### src/rtl/npc_pkg.sv
// Package for the nearest palette color block.
// Holds sizes, item structs, operation codes and the search state type.
// No dependencies.
package npc_pkg;

  localparam int NUM_COLORS = 16;
  localparam int PAL_AW     = (NUM_COLORS > 1) ? $clog2(NUM_COLORS) : 1;
  // nearest_index carries 4 bits, so at most 16 entries take part
  localparam int SEARCH_MAX = (NUM_COLORS < 16) ? NUM_COLORS : 16;

  localparam int CH_W   = 8;
  localparam int IDX_W  = 4;
  localparam int DIST_W = 18;
  localparam int CFG_W  = 5;

  localparam logic [CFG_W-1:0] COLORS_IN_USE_RESET = CFG_W'(16);

  localparam int QUEUE_DEPTH = 2;
  localparam int QUEUE_AW    = $clog2(QUEUE_DEPTH);

  typedef enum logic {
    CMD_WRITE    = 1'b0,
    CMD_CLASSIFY = 1'b1
  } npc_cmd_e;

  typedef enum logic {
    OP_WRITE,
    OP_CLASSIFY
  } npc_op_e;

  typedef enum logic [1:0] {
    ST_IDLE,
    ST_SCAN,
    ST_HOLD
  } npc_state_e;

  typedef struct packed {
    logic [0:0]       command;
    logic [IDX_W-1:0] entry_index;
    logic [CH_W-1:0]  red;
    logic [CH_W-1:0]  green;
    logic [CH_W-1:0]  blue;
  } npc_in_t;

  typedef struct packed {
    logic [IDX_W-1:0]  nearest_index;
    logic [DIST_W-1:0] nearest_squared_distance;
  } npc_out_t;

  typedef struct packed {
    logic [CH_W-1:0] red;
    logic [CH_W-1:0] green;
    logic [CH_W-1:0] blue;
  } npc_rgb_t;

  // Decoded item passed from the front queue to the search engine
  typedef struct packed {
    npc_op_e           op;
    logic [PAL_AW-1:0] slot;
    npc_rgb_t          rgb;
  } npc_job_t;

  // Queue-to-engine handshake
  typedef struct packed {
    logic     valid;
    npc_job_t job;
  } npc_jobq_t;

endpackage

### src/rtl/nearest_palette_color.sv
// Top level of the nearest palette color classifier.
// Joins npc_front (decode and job queue) and npc_back (palette and search).
//
//   channel | direction | handshake              | payload
//   --------+-----------+------------------------+--------------------------
//   in      | input     | in_valid_i / in_stall_o | npc_in_t in_i
//   out     | output    | out_valid_o / out_stall_i | npc_out_t out_o
//   cfg     | input     | cfg_we_i               | cfg_data_i (colors_in_use)
//
// A write item updates the palette as the engine takes it from the queue; a
// classify item scans colors_in_use entries clamped to 1..16, one per cycle.
// The two-entry job queue keeps taking items while the engine searches, until full.
// Reset clears the palette to zero and sets colors_in_use to 16.
// A stalled result waits in the output register; the engine then holds its
// finished result until the register drains.
module nearest_palette_color (
  input  logic                      clk_i,
  input  logic                      rst_ni,
  input  logic                      in_valid_i,
  output logic                      in_stall_o,
  input  npc_pkg::npc_in_t          in_i,
  output logic                      out_valid_o,
  input  logic                      out_stall_i,
  output npc_pkg::npc_out_t         out_o,
  input  logic                      cfg_we_i,
  input  logic [npc_pkg::CFG_W-1:0] cfg_data_i
);

  npc_pkg::npc_jobq_t jobq;
  logic               job_pop;

  npc_front u_front (
    .clk_i      (clk_i),
    .rst_ni     (rst_ni),
    .in_valid_i (in_valid_i),
    .in_stall_o (in_stall_o),
    .in_i       (in_i),
    .jobq_o     (jobq),
    .job_pop_i  (job_pop)
  );

  npc_back u_back (
    .clk_i       (clk_i),
    .rst_ni      (rst_ni),
    .cfg_we_i    (cfg_we_i),
    .cfg_data_i  (cfg_data_i),
    .jobq_i      (jobq),
    .job_pop_o   (job_pop),
    .out_valid_o (out_valid_o),
    .out_stall_i (out_stall_i),
    .out_o       (out_o)
  );

endmodule

### src/rtl/npc_front.sv
// Front end: accepts input items, decodes them into jobs and queues them.
// Uses npc_pkg for the item and job types.
module npc_front (
  input  logic               clk_i,
  input  logic               rst_ni,
  input  logic               in_valid_i,
  output logic               in_stall_o,
  input  npc_pkg::npc_in_t   in_i,
  output npc_pkg::npc_jobq_t jobq_o,
  input  logic               job_pop_i
);

  localparam int CNT_W = $clog2(npc_pkg::QUEUE_DEPTH + 1);

  npc_pkg::npc_job_t               fifo_q [npc_pkg::QUEUE_DEPTH];
  logic [npc_pkg::QUEUE_AW-1:0]    wr_ptr_q, wr_ptr_d;
  logic [npc_pkg::QUEUE_AW-1:0]    rd_ptr_q, rd_ptr_d;
  logic [CNT_W-1:0]                count_q, count_d;
  npc_pkg::npc_job_t               job;
  logic                            accept;
  logic                            in_range;
  logic                            push;
  logic                            pop;

  assign in_stall_o = (count_q == CNT_W'(npc_pkg::QUEUE_DEPTH));
  assign accept     = in_valid_i && !in_stall_o;

  // Decode; a write beyond the palette is taken and dropped
  always_comb begin
    in_range = int'(in_i.entry_index) < npc_pkg::NUM_COLORS;
    job.op   = (npc_pkg::npc_cmd_e'(in_i.command) == npc_pkg::CMD_CLASSIFY)
               ? npc_pkg::OP_CLASSIFY : npc_pkg::OP_WRITE;
    job.slot = npc_pkg::PAL_AW'(in_i.entry_index);
    job.rgb  = '{red: in_i.red, green: in_i.green, blue: in_i.blue};
  end

  assign push = accept && ((job.op == npc_pkg::OP_CLASSIFY) || in_range);
  assign pop  = job_pop_i && (count_q != '0);

  always_comb begin
    wr_ptr_d = push ? wr_ptr_q + 1'b1 : wr_ptr_q;
    rd_ptr_d = pop ? rd_ptr_q + 1'b1 : rd_ptr_q;
    count_d  = count_q;
    if (push && !pop) begin
      count_d = count_q + 1'b1;
    end else if (pop && !push) begin
      count_d = count_q - 1'b1;
    end
  end

  always_ff @(posedge clk_i or negedge rst_ni) begin
    if (!rst_ni) begin
      wr_ptr_q <= '0;
      rd_ptr_q <= '0;
      count_q  <= '0;
    end else begin
      wr_ptr_q <= wr_ptr_d;
      rd_ptr_q <= rd_ptr_d;
      count_q  <= count_d;
    end
  end

  always_ff @(posedge clk_i) begin
    if (push) begin
      fifo_q[wr_ptr_q] <= job;
    end
  end

  assign jobq_o.valid = (count_q != '0);
  assign jobq_o.job   = fifo_q[rd_ptr_q];

endmodule

### src/rtl/npc_back.sv
// Back end: palette storage, entry-per-cycle distance search, result register.
// Uses npc_pkg; takes jobs from npc_front.
module npc_back (
  input  logic                            clk_i,
  input  logic                            rst_ni,
  input  logic                            cfg_we_i,
  input  logic [npc_pkg::CFG_W-1:0]       cfg_data_i,
  input  npc_pkg::npc_jobq_t              jobq_i,
  output logic                            job_pop_o,
  output logic                            out_valid_o,
  input  logic                            out_stall_i,
  output npc_pkg::npc_out_t               out_o
);

  function automatic logic [2*npc_pkg::CH_W-1:0] sq_diff(
    input logic [npc_pkg::CH_W-1:0] a,
    input logic [npc_pkg::CH_W-1:0] b
  );
    logic [npc_pkg::CH_W-1:0] d;
    d = (a >= b) ? (a - b) : (b - a);
    return (2*npc_pkg::CH_W)'(d) * (2*npc_pkg::CH_W)'(d);
  endfunction

  npc_pkg::npc_rgb_t               palette_q [npc_pkg::NUM_COLORS];
  logic [npc_pkg::CFG_W-1:0]       colors_q;
  npc_pkg::npc_state_e             state_q, state_d;
  logic [npc_pkg::PAL_AW-1:0]      cnt_q, cnt_d;
  logic [npc_pkg::PAL_AW-1:0]      last_q, last_d;
  npc_pkg::npc_rgb_t               sample_q, sample_d;
  logic [npc_pkg::IDX_W-1:0]       best_idx_q, best_idx_d;
  logic [npc_pkg::DIST_W-1:0]      best_dist_q, best_dist_d;
  logic                            out_valid_q, out_valid_d;
  npc_pkg::npc_out_t               out_q, out_d;
  logic [npc_pkg::CFG_W-1:0]       search_n;
  npc_pkg::npc_rgb_t               entry;
  logic [npc_pkg::DIST_W-1:0]      entry_dist;
  logic                            take;
  logic [npc_pkg::IDX_W-1:0]       cand_idx;
  logic [npc_pkg::DIST_W-1:0]      cand_dist;
  logic                            out_free;
  logic                            pal_we;

  // Clamp the entry count to 1 .. SEARCH_MAX
  always_comb begin
    priority if (colors_q == '0) begin
      search_n = npc_pkg::CFG_W'(1);
    end else if (colors_q > npc_pkg::CFG_W'(npc_pkg::SEARCH_MAX)) begin
      search_n = npc_pkg::CFG_W'(npc_pkg::SEARCH_MAX);
    end else begin
      search_n = colors_q;
    end
  end

  assign entry      = palette_q[cnt_q];
  assign entry_dist = npc_pkg::DIST_W'(sq_diff(sample_q.red, entry.red))
                    + npc_pkg::DIST_W'(sq_diff(sample_q.green, entry.green))
                    + npc_pkg::DIST_W'(sq_diff(sample_q.blue, entry.blue));
  // Strict compare keeps the lowest index on ties
  assign take      = (cnt_q == '0) || (entry_dist < best_dist_q);
  assign cand_idx  = take ? npc_pkg::IDX_W'(cnt_q) : best_idx_q;
  assign cand_dist = take ? entry_dist : best_dist_q;
  assign out_free  = !out_valid_q || !out_stall_i;

  always_comb begin
    state_d     = state_q;
    cnt_d       = cnt_q;
    last_d      = last_q;
    sample_d    = sample_q;
    best_idx_d  = best_idx_q;
    best_dist_d = best_dist_q;
    out_valid_d = out_valid_q && out_stall_i;
    out_d       = out_q;
    job_pop_o   = 1'b0;
    pal_we      = 1'b0;
    unique case (state_q)
      npc_pkg::ST_IDLE: begin
        if (jobq_i.valid) begin
          job_pop_o = 1'b1;
          if (jobq_i.job.op == npc_pkg::OP_WRITE) begin
            pal_we = 1'b1;
          end else begin
            sample_d = jobq_i.job.rgb;
            cnt_d    = '0;
            last_d   = npc_pkg::PAL_AW'(search_n - 1'b1);
            state_d  = npc_pkg::ST_SCAN;
          end
        end
      end
      npc_pkg::ST_SCAN: begin
        best_idx_d  = cand_idx;
        best_dist_d = cand_dist;
        if (cnt_q == last_q) begin
          if (out_free) begin
            out_valid_d = 1'b1;
            out_d       = '{nearest_index: cand_idx, nearest_squared_distance: cand_dist};
            state_d     = npc_pkg::ST_IDLE;
          end else begin
            state_d = npc_pkg::ST_HOLD;
          end
        end else begin
          cnt_d = cnt_q + 1'b1;
        end
      end
      npc_pkg::ST_HOLD: begin
        // Wait for the result register to drain
        if (out_free) begin
          out_valid_d = 1'b1;
          out_d       = '{nearest_index: best_idx_q, nearest_squared_distance: best_dist_q};
          state_d     = npc_pkg::ST_IDLE;
        end
      end
      default: begin
        state_d = npc_pkg::ST_IDLE;
      end
    endcase
  end

  always_ff @(posedge clk_i or negedge rst_ni) begin
    if (!rst_ni) begin
      state_q     <= npc_pkg::ST_IDLE;
      out_valid_q <= 1'b0;
      colors_q    <= npc_pkg::COLORS_IN_USE_RESET;
    end else begin
      state_q     <= state_d;
      out_valid_q <= out_valid_d;
      if (cfg_we_i) begin
        colors_q <= cfg_data_i;
      end
    end
  end

  always_ff @(posedge clk_i) begin
    cnt_q       <= cnt_d;
    last_q      <= last_d;
    sample_q    <= sample_d;
    best_idx_q  <= best_idx_d;
    best_dist_q <= best_dist_d;
    out_q       <= out_d;
  end

  // Palette clears to black at reset
  always_ff @(posedge clk_i or negedge rst_ni) begin
    if (!rst_ni) begin
      for (int i = 0; i < npc_pkg::NUM_COLORS; i++) begin
        palette_q[i] <= '0;
      end
    end else if (pal_we) begin
      palette_q[jobq_i.job.slot] <= jobq_i.job.rgb;
    end
  end

  assign out_valid_o = out_valid_q;
  assign out_o       = out_q;

endmodule
### config.mk
export PLATFORM = sky130hd
export DESIGN_NAME = nearest_palette_color
export DESIGN_NICKNAME = d
export VERILOG_FILES = /design/src/rtl/npc_pkg.sv /design/src/rtl/nearest_palette_color.sv /design/src/rtl/npc_front.sv /design/src/rtl/npc_back.sv
export SDC_FILE = /design/constraint.sdc
export NUM_CORES = 1
export LEC_CHECK = 0
export BUFFER_PORTS_ARGS = -buffer_cell sky130_fd_sc_hd__buf_4
export CAP_MARGIN = 20
export CELL_PAD_IN_SITES_DETAIL_PLACEMENT = 0
export CELL_PAD_IN_SITES_GLOBAL_PLACEMENT = 1
export CORE_MARGIN = 4
export CORE_UTILIZATION = 30
export DETAILED_ROUTE_END_ITERATION = 16
export PLACE_DENSITY = 0.56
export SLEW_MARGIN = 10
export SYNTH_ARGS = -nofsm -noshare
export SYNTH_HDL_FRONTEND = slang
export SYNTH_SLANG_ARGS = --single-unit
### constraint.sdc
create_clock -name clk_i -period 15.7 [get_ports clk_i]
set_input_delay 0.785 -clock clk_i [delete_from_list [all_inputs] [get_ports clk_i]]
set_output_delay 0.785 -clock clk_i [all_outputs]
set_load 0.01 [all_outputs]
Word-level counts from Yosys, hierarchy flattened
Memories as Yosys holds them, arrays and structs flattened.
Cells that the tools add are included.
- memories: 1
- output and inout bits: 24
- input port bits: 39
- word-level logic and storage cells: 165
- register bits after elaboration: 472
- RAM bits: 58
- muxes and demuxes: 40
- multiply operators: 3
- bitwise gates (word level): 2
- reduce and logical (&&, ||, !) cells: 24
- eq/ne operators: 10
- $add $sub $neg: 14
- magnitude comparators: 8
- memory list (memory ; words ; bits a word ; rd ports ; clocked after Yosys merged registers in ; write ports ; RTL line ; RTL):
    u_front.fifo_q ; 2 ; 29 ; 1 ; 0 ; 1 ; npc_front.sv:15 ; npc_pkg::npc_job_t fifo_q [npc_pkg::QUEUE_DEPTH];
- operators by type and width (operator ; count):
    $bwmux 384 ; 1
    $bmux 24 s4 ; 1
    $demux 24 s4 ; 1
    $mux 24 ; 3
    $mux 22 ; 3
    $mul 8x8->16 ; 3
    $sub 8x8->8 ; 6
    $pmux 22 s2 ; 1
    $ge 8x8->1 ; 3
    $mux 4 ; 6
    $mux 8 ; 3
    $add 18x16->18 ; 1
    $lt 18x18->1 ; 1
    $mux 18 ; 1
    $add 16x16->17 ; 1
    $mux 2 ; 7
    $reduce_and 4->1 ; 3
    $ge 5x5->1 const B ; 2
    $mux 1 ; 10
    $not 4->5 ; 2
    $ne 2x1->1 const B ; 4
    $pmux 4 s2 ; 1
    $reduce_bool 2->1 ; 4
    $logic_and 1x1->1 ; 6
    other kinds (19) ; 27

Depth between registers and ports, before layout
Gate-level depths: netlist of the first run.
- depth after elaboration: 15
- mapped depth: 55

Modules after synthesis
From an unflattened synthesis of the first run, not the netlist that was laid out.
- cell total of the unflattened synthesis: 2355
- area, all modules: 31181.2 um2
- by module, submodules not included (module ; sequential area each (um2) ; cells an instance ; area an instance (um2) ; instances):
    npc_back ; 12092.8 ; 2246 ; 28871.4 ; 1
    npc_front ; 1841.8 ; 109 ; 2309.7 ; 1

Worst setup path after synthesis of the first run
No wires, ideal clock.
- path type: register to register
- start point: register u_back.cnt_q[1] in the netlist's numbering
- end point: register u_back.out_q (netlist bit u_back.out_o[14]) (data pin)
- arrival time: 12.868 ns
- cell stages (with the launch flop): 52
- period minus slack after synthesis: 13.127 ns
- slack: 2.573 ns
- cells stage by stage: edfxtp_1 > clkbuf_1 > clkbuf_1 > clkbuf_1 > mux4_2 > mux4_2 > inv_1 > ha_1 > a21o_1 > a31oi_1 > o21ai_4 > mux2i_1 > xor2_1 > inv_1 > nand2_1 > inv_1 > fa_1 > inv_1 > [16 not listed] > fa_1 > inv_1 > ha_1 > o21ai_0 > o211ai_1 > a311o_1 > a2111oi_2 > o31ai_1 > xor2_1 > ha_1 > nand3_1 > nor2_1 > a221o_1 > nand2_1 > o21ai_0 > nor2_1 > buf_2 > mux2_2
- RTL lines (element ; RTL line ; RTL):
    start: declaration ; npc_back.sv:27 ; logic [npc_pkg::PAL_AW-1:0] cnt_q, cnt_d;
    start signal: assignment ; npc_back.sv:133 ; cnt_q <= cnt_d;
    end signal: assignment ; npc_back.sv:138 ; out_q <= out_d;
    end: declaration ; npc_back.sv:33 ; npc_pkg::npc_out_t out_q, out_d;

==> key figures, run 1 <==
Drt
  • Via density per instance: 4.79
  • DR vias: 19900
  • Router iterations before antenna repair: 5
  • Routed WL: 76600 µm
  • Drt initial violations: 1288
  • Post-route DRC: 0
  • WL/cell: 18.5 µm
  • Routed Antenna Nets: 0

Global route
  • Total GRT Usage: 14.6%
  • Layer with the highest usage: met2
  • Pin count of the biggest net entering global routing: 178
  • Grt met2 use: 24.6%
  • GR Overflow Total: 0
  • Met1 usage: 20.3%
  • GR Util met3: 1.94%
  • Initial antenna violation count: 0
  • First-pass GRT wire length: 122000 µm
  • Number of global-route vias before repair: 20900

Yosys
  • Syn Nets: 3097
  • YS warnings: 0
  • Unique masters post-synth: 74
  • Gate count of the mapped netlist: 2773
  • Top_reg_cell synth: dfrtp_1
  • Avg Cell Area, Syn: 10.9 µm²
  • Post-synthesis sequential area ratio: 46.0%
  • EDFF count, synth: 134
  • Async S/R FF share, synth: 74.7%
  • Mapped Area: 30300 µm²
  • Number of synthesized register bits: 530

Status
  • Run status: complete, no violations

Timing
  • Setup TNS: 0 ns
  • Final setup vio count: 0
  • RSZ-0062 raised after global routing: false
  • Worst slew margin: 26.3%
  • Max Freq: 69.2 MHz
  • Slew @ Worst Pin: 1.08 ns
  • Final Critical Period: 14.44 ns
  • Slew Viols, Final: 0
  • Number of hold violations in the final report: 0
  • Final period util: 92.0%
  • Clock skew: 0.0648 ns

Floorplanning
  • Total Die Area: 106000 µm²
  • Core area: 100000 µm²
  • Die width: 326 µm
  • I/O Pins: 63
  • Initial Util: 30.3%
  • # rows: 116
  • Chip Height: 326 µm

Worst setup path
  • CP required: 16.07 ns
  • Crit path largest cell delay: 0.71 ns
  • Setup crit start: u_back.cnt_q[0]$_SDFFCE_PN0P_
  • Critical path buffer and inverter count: 10
  • Worst r2r path cells: 50
  • Delay-heaviest family, CP: adder cells
  • Worst setup path end: u_back.out_o[14]$_DFFE_PP_
  • CP max stage cell: edfxtp_1
  • Crit end category: flip-flop
  • Worst Path Arrival: 14.82 ns
  • FF-to-FF End: u_back.out_o[14]$_DFFE_PP_
  • Flop-to-flop setup slack: 1.26 ns
  • CP Class: reg -> reg
  • Crit start category: flip-flop
  • Worst-path fanout max: 15
  • WP depth: 50
  • Most frequent CP cell: fa_1
  • FF-to-FF Start: u_back.cnt_q[0]$_SDFFCE_PN0P_

Placed design
  • Placed cell area: 32400 µm²
  • DP Cell Count: 4037
  • Port buffer count: 62
  • HPWL Detailed: 50200 µm
  • Final GP Congestion: 0.807

CTS
  • CTS tree: yes
  • # clock sinks: 530
  • Latest clock arrival within the worst-skew pair: 0.65 ns
  • Postcts setup bufs: 0
  • CTS Root Buffer Type: clkbuf_16
  • CTS Buffer Depth: 3
  • TritonCTS Buffers: 60
  • H-tree depth: 2
  • Post-CTS Hold Fix Bufs: 0
  • Post_cts resized: 0
  • Clock-pin slew on the worst setup and hold paths: 0.06 ns

Worst hold path
  • Worst min-delay path class: in -> async

Final layout
  • Nets: 3127
  • Finished Cell Area: 34400 µm²
  • N_diodes: 0
  • Share of layout cells above drive strength 1: 15.0%
  • Most frequent cells in the layout: 394 x dfrtp_1, 319 x nand2_1, 313 x inv_1, 292 x o21ai_0, 222 x nor2_1
  • Filler cells: 10000
  • Most common cell after layout, fill and taps aside: dfrtp_1
  • Utilization after layout: 34.4%
  • Layout area overhead: 13.5%
  • Finished Layout Cells: 4152

Run
  • Max-cap violation count: 0
-- metal layers --
metal	wire, µm	share of wire (%)
met1	35500	46
met4	1290	1.7
met5	0	0
met3	2970	3.9
met2	36800	48
-- worst register-to-register path: cells and delay by family (launching register included) --
family	cells	cell delay, ns
multiplexers	4	1.61
flip-flops	1	0.71
AO/OA/AOI/OAI	13	2.86
AND/OR/NAND/NOR	6	0.96
buffers and inverters	10	1.47
XOR/XNOR	3	0.92
adder cells (fa/ha/maj)	14	5.69
-- area by class of cell --
class,instances,area (µm²),area share [%]
inverters,315,1180,3.44
clock inverters,13,185,0.538
clock buffers,100,1840,5.36
repair buffers,127,1030,2.99
multi-input cells,1769,14600,42.5
flip-flops and latches,530,13900,40.5
well taps,1298,1620,4.72
-- cell families after synthesis --
logic type,share of synthesized area [%]
compound gates,10.7
mux,11.9
flops,46.0
simple gates,8.61
buf+inv,6.12
fa+ha+maj,14.8
xor+xnor,1.95
-- cells in the mapped netlist, types with 8 or more instances --
cell type	n	area share [%]
a21o_1	24	0.59
a21oi_1	178	2.9
a31oi_1	12	0.25
buf_1	10	0.12
buf_2	47	0.78
clkbuf_1	98	1.2
dfrtp_1	395	33
edfxtp_1	134	13
fa_1	122	8.1
ha_1	163	6.7
inv_1	313	3.9
mux2_2	40	1.5
mux2i_1	42	1.4
mux4_2	120	8.9
nand2_1	328	4.1
nand2b_1	25	0.52
nor2_1	226	2.8
nor2b_1	11	0.23
nor3_1	8	0.13
o211ai_1	8	0.20
o21a_1	9	0.22
o21ai_0	293	4.8
o21bai_1	9	0.22
xnor2_1	33	0.95
xor2_1	22	0.64
-- per-stage QoR --
stage               worst slack (ns)  hold WS, ns
detailed placement              1.16        0.465
floorplan                       2.57        0.445
global placement                1.52        0.456
global route                   0.341        0.140
finish                          1.26        0.110
CTS                             1.15        0.117
-- state kept, by name (all words and copies together) (netlist names) --
register	flops
u_front.count_q	2
u_front.wr_ptr_q	1
u_back.sample_q	24
u_back.best_idx_q	4
u_back.cnt_q	4
u_back.state_q	2
u_front.rd_ptr_q	1
u_back.out_o	22
u_back.last_q	4
u_back.colors_q	5
u_back.palette_q	384
u_back.best_dist_q	18
u_back.out_valid_o	1
u_front.fifo_q	58
-- how the worst min path moves through the flow --
stage | from | slack, ns | to
floorplan | u_back.palette_q[120]$_DFFE_PN0P_ | 0.44 | u_back.palette_q[120]$_DFFE_PN0P_
global placement | u_back.palette_q[304]$_DFFE_PN0P_ | 0.46 | u_back.palette_q[304]$_DFFE_PN0P_
detailed placement | u_back.palette_q[104]$_DFFE_PN0P_ | 0.47 | u_back.palette_q[104]$_DFFE_PN0P_
CTS | rst_ni | 0.12 | u_back.palette_q[347]$_DFFE_PN0P_
global route | rst_ni | 0.14 | u_back.palette_q[275]$_DFFE_PN0P_
finish | rst_ni | 0.11 | u_back.palette_q[275]$_DFFE_PN0P_
Power of run 1 is left out: the tool's default activity adds up to more than one toggle a clock period on the data nets, which glitch-free logic cannot reach.
==> run 2, diff against run 1 <==
--- a/config.mk
+++ b/config.mk
@@ -5,6 +5,7 @@
 export SDC_FILE = /design/constraint.sdc
 export NUM_CORES = 1
 export LEC_CHECK = 0
+export ABC_AREA = 1
 export BUFFER_PORTS_ARGS = -buffer_cell sky130_fd_sc_hd__buf_4
 export CAP_MARGIN = 20
 export CELL_PAD_IN_SITES_DETAIL_PLACEMENT = 0
@@ -12,7 +13,7 @@
 export CORE_MARGIN = 4
 export CORE_UTILIZATION = 30
 export DETAILED_ROUTE_END_ITERATION = 16
-export PLACE_DENSITY = 0.56
+export PLACE_DENSITY = 0.58
 export SLEW_MARGIN = 10
 export SYNTH_ARGS = -nofsm -noshare
 export SYNTH_HDL_FRONTEND = slang
==> run 2 against run 1 <==
  * Critical path depth rose by 5
  * Non-clock buffer count fell by 24
  * Register-to-register slack improved by 0.92 ns
  * Core utilization fell by 0.25 points
  * Area after synthesis rose by 4.8%
  * Hold slack improved by 0.069 ns
==> key figures, run 2 <==
Final layout
  • Most frequent cells in the layout: 906 x nand2_1, 548 x o21ai_0, 510 x inv_1, 395 x dfrtp_1, 252 x nor2_1
  • N_diodes: 0 (unchanged)
  • Share of layout cells above drive strength 1: 6.75% (-8.2 points)
  • Most common cell after layout, fill and taps aside: nand2_1
  • Layout area overhead: 13.0%
  • Largest register by flop count: u_back.palette_q
  • Nets: 4119 (+32%)
  • Finished Layout Cells: 5241 (+26%)
  • Filler cells: 11100 (+11%)
  • Largest regs: u_back.palette_q x384, u_front.fifo_q x58, u_back.sample_q x24
  • Max reg flops: 384 (unchanged)

Global route
  • Pin count of the biggest net entering global routing: 141 (-21%)
  • GR Overflow Total: 0 (unchanged)
  • First-pass GRT wire length: 153000 µm (+26%)
  • Total GRT Usage: 17.8% (+3.2 points)
  • Initial antenna violation count: 0 (unchanged)
  • Number of global-route vias before repair: 24500 (+17%)

Timing
  • RSZ-0062 raised after global routing: false
  • Clock skew: 0.0266 ns (-0.0382 ns)
  • Final period util: 86.1% (-5.9 points)
  • Final setup vio count: 0 (unchanged)
  • Final Critical Period: 13.52 ns (-0.918 ns)
  • Number of hold violations in the final report: 0 (unchanged)
  • Final worst slack: 2.18 ns (+0.918 ns)
  • Slew @ Worst Pin: 0.939 ns (-0.145 ns)
  • Max Freq: 73.9 MHz (+6.8%)
  • Slew Viols, Final: 0 (unchanged)
  • Worst slew margin: 37.1% (+11 points)
  • Setup TNS: 0 ns (unchanged)

Worst setup path
  • Delay-heaviest family, CP: adder cells
  • CP Class: reg -> reg
  • Crit path largest cell delay: 0.64 ns (-0.07 ns)
  • Worst Path Arrival: 13.89 ns (-0.93 ns)
  • Crit start category: flip-flop
  • Worst-path fanout max: 140 (+125)
  • Most frequent CP cell: nand2_1
  • Critical path buffer and inverter count: 12 (+2)
  • Crit end category: flip-flop
  • CP max stage cell: nand2_1
  • CP required: 16.07 ns (about the same)

Run
  • Max-cap violation count: 0 (unchanged)

CTS
  • CTS tree: yes
  • Clock-pin slew on the worst setup and hold paths: 0.06 ns (about the same)
  • Post_cts resized: 0 (unchanged)
  • CTS Root Buffer Type: clkbuf_16
  • H-tree depth: 3 (+1)
  • Latest clock arrival within the worst-skew pair: 0.62 ns (-0.03 ns)
  • Post-CTS Hold Fix Bufs: 0 (unchanged)
  • CTS Buffer Depth: 3 (unchanged)
  • TritonCTS Buffers: 68 (+13%)
  • Postcts setup bufs: 0 (unchanged)
  • # clock sinks: 530 (unchanged)

Drt
  • Drt initial violations: 1759 (+37%)
  • Post-route DRC: 0 (unchanged)
  • WL/cell: 18.8 µm (+1.9%)
  • Routed Antenna Nets: 0 (unchanged)
  • DR vias: 24600 (+24%)
  • Via density per instance: 4.70 (-1.9%)
  • Routed WL: 98500 µm (+29%)
  • Router iterations before antenna repair: 6 (+1)

Yosys
  • Avg Cell Area, Syn: 8.30 µm² (-24%)
  • EDFF count, synth: 134 (unchanged)
  • Number of synthesized register bits: 530 (unchanged)
  • Syn Nets: 4150 (+34%)
  • Async S/R FF share, synth: 74.7% (unchanged)
  • Top post-synthesis cells by area: dfrtp_1 31%, edfxtp_1 13%, nand2_1 11%
  • Synth top area share: 31.1% (-1.5 points)
  • Mapped Area: 31800 µm² (+4.8%)
  • Gate count of the mapped netlist: 3826 (+38%)
  • Top_reg_cell synth: dfrtp_1
  • Post-synthesis sequential area ratio: 43.9% (-2.1 points)
  • YS warnings: 0 (unchanged)
  • Count leader, synth: nand2_1
  • Unique masters post-synth: 43 (-42%)
  • Post-synth top cells: 918 x nand2_1, 548 x o21ai_0, 510 x inv_1, 395 x dfrtp_1, 257 x nor2_1
  • Yosys top cell by area: dfrtp_1

Floorplanning
  • I/O Pins: 63 (unchanged)
  • # rows: 119 (+2.6%)
  • Chip Height: 333 µm (+2.3%)
  • Initial Util: 30.2% (-0.095 points)
  • Total Die Area: 111000 µm² (+4.7%)
  • Die width: 333 µm (+2.3%)
  • Core area: 105000 µm² (+5.1%)

Placed design
  • HPWL Detailed: 63000 µm (+26%)
  • Final GP Congestion: 0.812 (+0.72%)
  • DP Cell Count: 5116 (+27%)
  • Place WS: 2.09 ns (+0.931 ns)
  • Port buffer count: 62 (unchanged)

Status
  • Run status: complete, no violations

Worst hold path
  • Worst min-delay path class: in -> async
## run 2: cell count changes in the layout (fill, tap and decap cells not counted), moves of 23 or more
cell / previous run / this run
nand2_1: 319 / 906
o21ai_0: 292 / 548
inv_1: 313 / 510
mux4_2: 120 / 0
o21ai_1: 1 / 111
nand3_1: 7 / 95
mux2i_1: 39 / 0
mux2_2: 40 / 3
nor2_1: 222 / 252
a21oi_1: 178 / 151
o211ai_1: 8 / 35
nand2b_1: 24 / 0
buf_4: 120 / 97
## run 2: cell type report
| cell class | count | area, µm² | share of cell area [%] |
|---|---|---|---|
| inverter | 518 | 1950 | 5.44 |
| multi-input combinational | 2574 | 15100 | 42.1 |
| clock buffer | 93 | 1950 | 5.42 |
| timing repair buffer | 103 | 843 | 2.35 |
| clock inverter | 32 | 364 | 1.01 |
| sequential | 530 | 13900 | 38.8 |
| tap | 1391 | 1740 | 4.85 |
## run 2: layer usage
metal  global-route usage [%]  vias to the layer above  part of all wire [%]  wire [µm]
met3                     2.18                      103                   3.2       3150
met1                     24.9                    11900                    47      46700
met5                        0                        -                     0          0
li1                         -                    12200                     -          -
met4                     3.94                        0                   2.1       2030
met2                     29.7                      373                    47      46600
## run 2: kinds of logic (layout without fill, tap and decap cells)
| group | count (synthesis) | in the layout | share of synthesized area, % |
|---|---|---|---|
| and+or+nand+nor | 1333 | 1333 | 16.7 |
| AOI/OAI and AO/OA | 894 | 894 | 14.7 |
| DFF | 530 | 530 | 43.9 |
| xor gates and xnor gates | 58 | 58 | 1.60 |
| muxes | 4 | 4 | 0.177 |
| adders and majority gates | 285 | 285 | 14.1 |
| buffers and inverters | 722 | 746 | 8.81 |
## run 2: metrics by stage
step           hold WS (ns)  util [%]  area, µm²
3_3_place_gp          0.460      31.9      33600
5_1_grt               0.218      34.1      35900
4_1_cts               0.200      34.1      35900
6_report              0.180      34.1      35900
3_5_place_dp          0.467      31.9      33600
2_1_floorplan         0.448         -      31800
## run 2: worst reg2reg max path: cells and delay by family (launching register included)
family,cells,cell delay (ns)
xor gates and xnor gates,1,0.17
buffers and inverters,12,1.75
adders and majority gates,14,6.07
and+or+nand+nor,19,2.77
DFF,1,0.50
AOI/OAI and AO/OA,9,2.03
## run 2: path summary, 6_finish.rpt
path	from	end	slack (ns)	depth (start not counted)
max	u_back.cnt_q[0]$_SDFFCE_PN0P_	u_back.best_idx_q[1]$_DFFE_PP_	2.18	55
min	rst_ni	u_back.palette_q[14]$_DFFE_PN0P_	0.18	1
max reg2reg	u_back.cnt_q[0]$_SDFFCE_PN0P_	u_back.best_idx_q[1]$_DFFE_PP_	2.18	55
min reg2reg	u_back.palette_q[326]$_DFFE_PN0P_	u_back.palette_q[326]$_DFFE_PN0P_	0.48	2
max in group asynchronous	rst_ni	u_back.palette_q[174]$_DFFE_PN0P_	13.36	3
min in group clk_i	in_i[21]	u_front.fifo_q[0][21]$_DFFE_PP_	0.35	1
Power of run 2 is left out for the same reason.
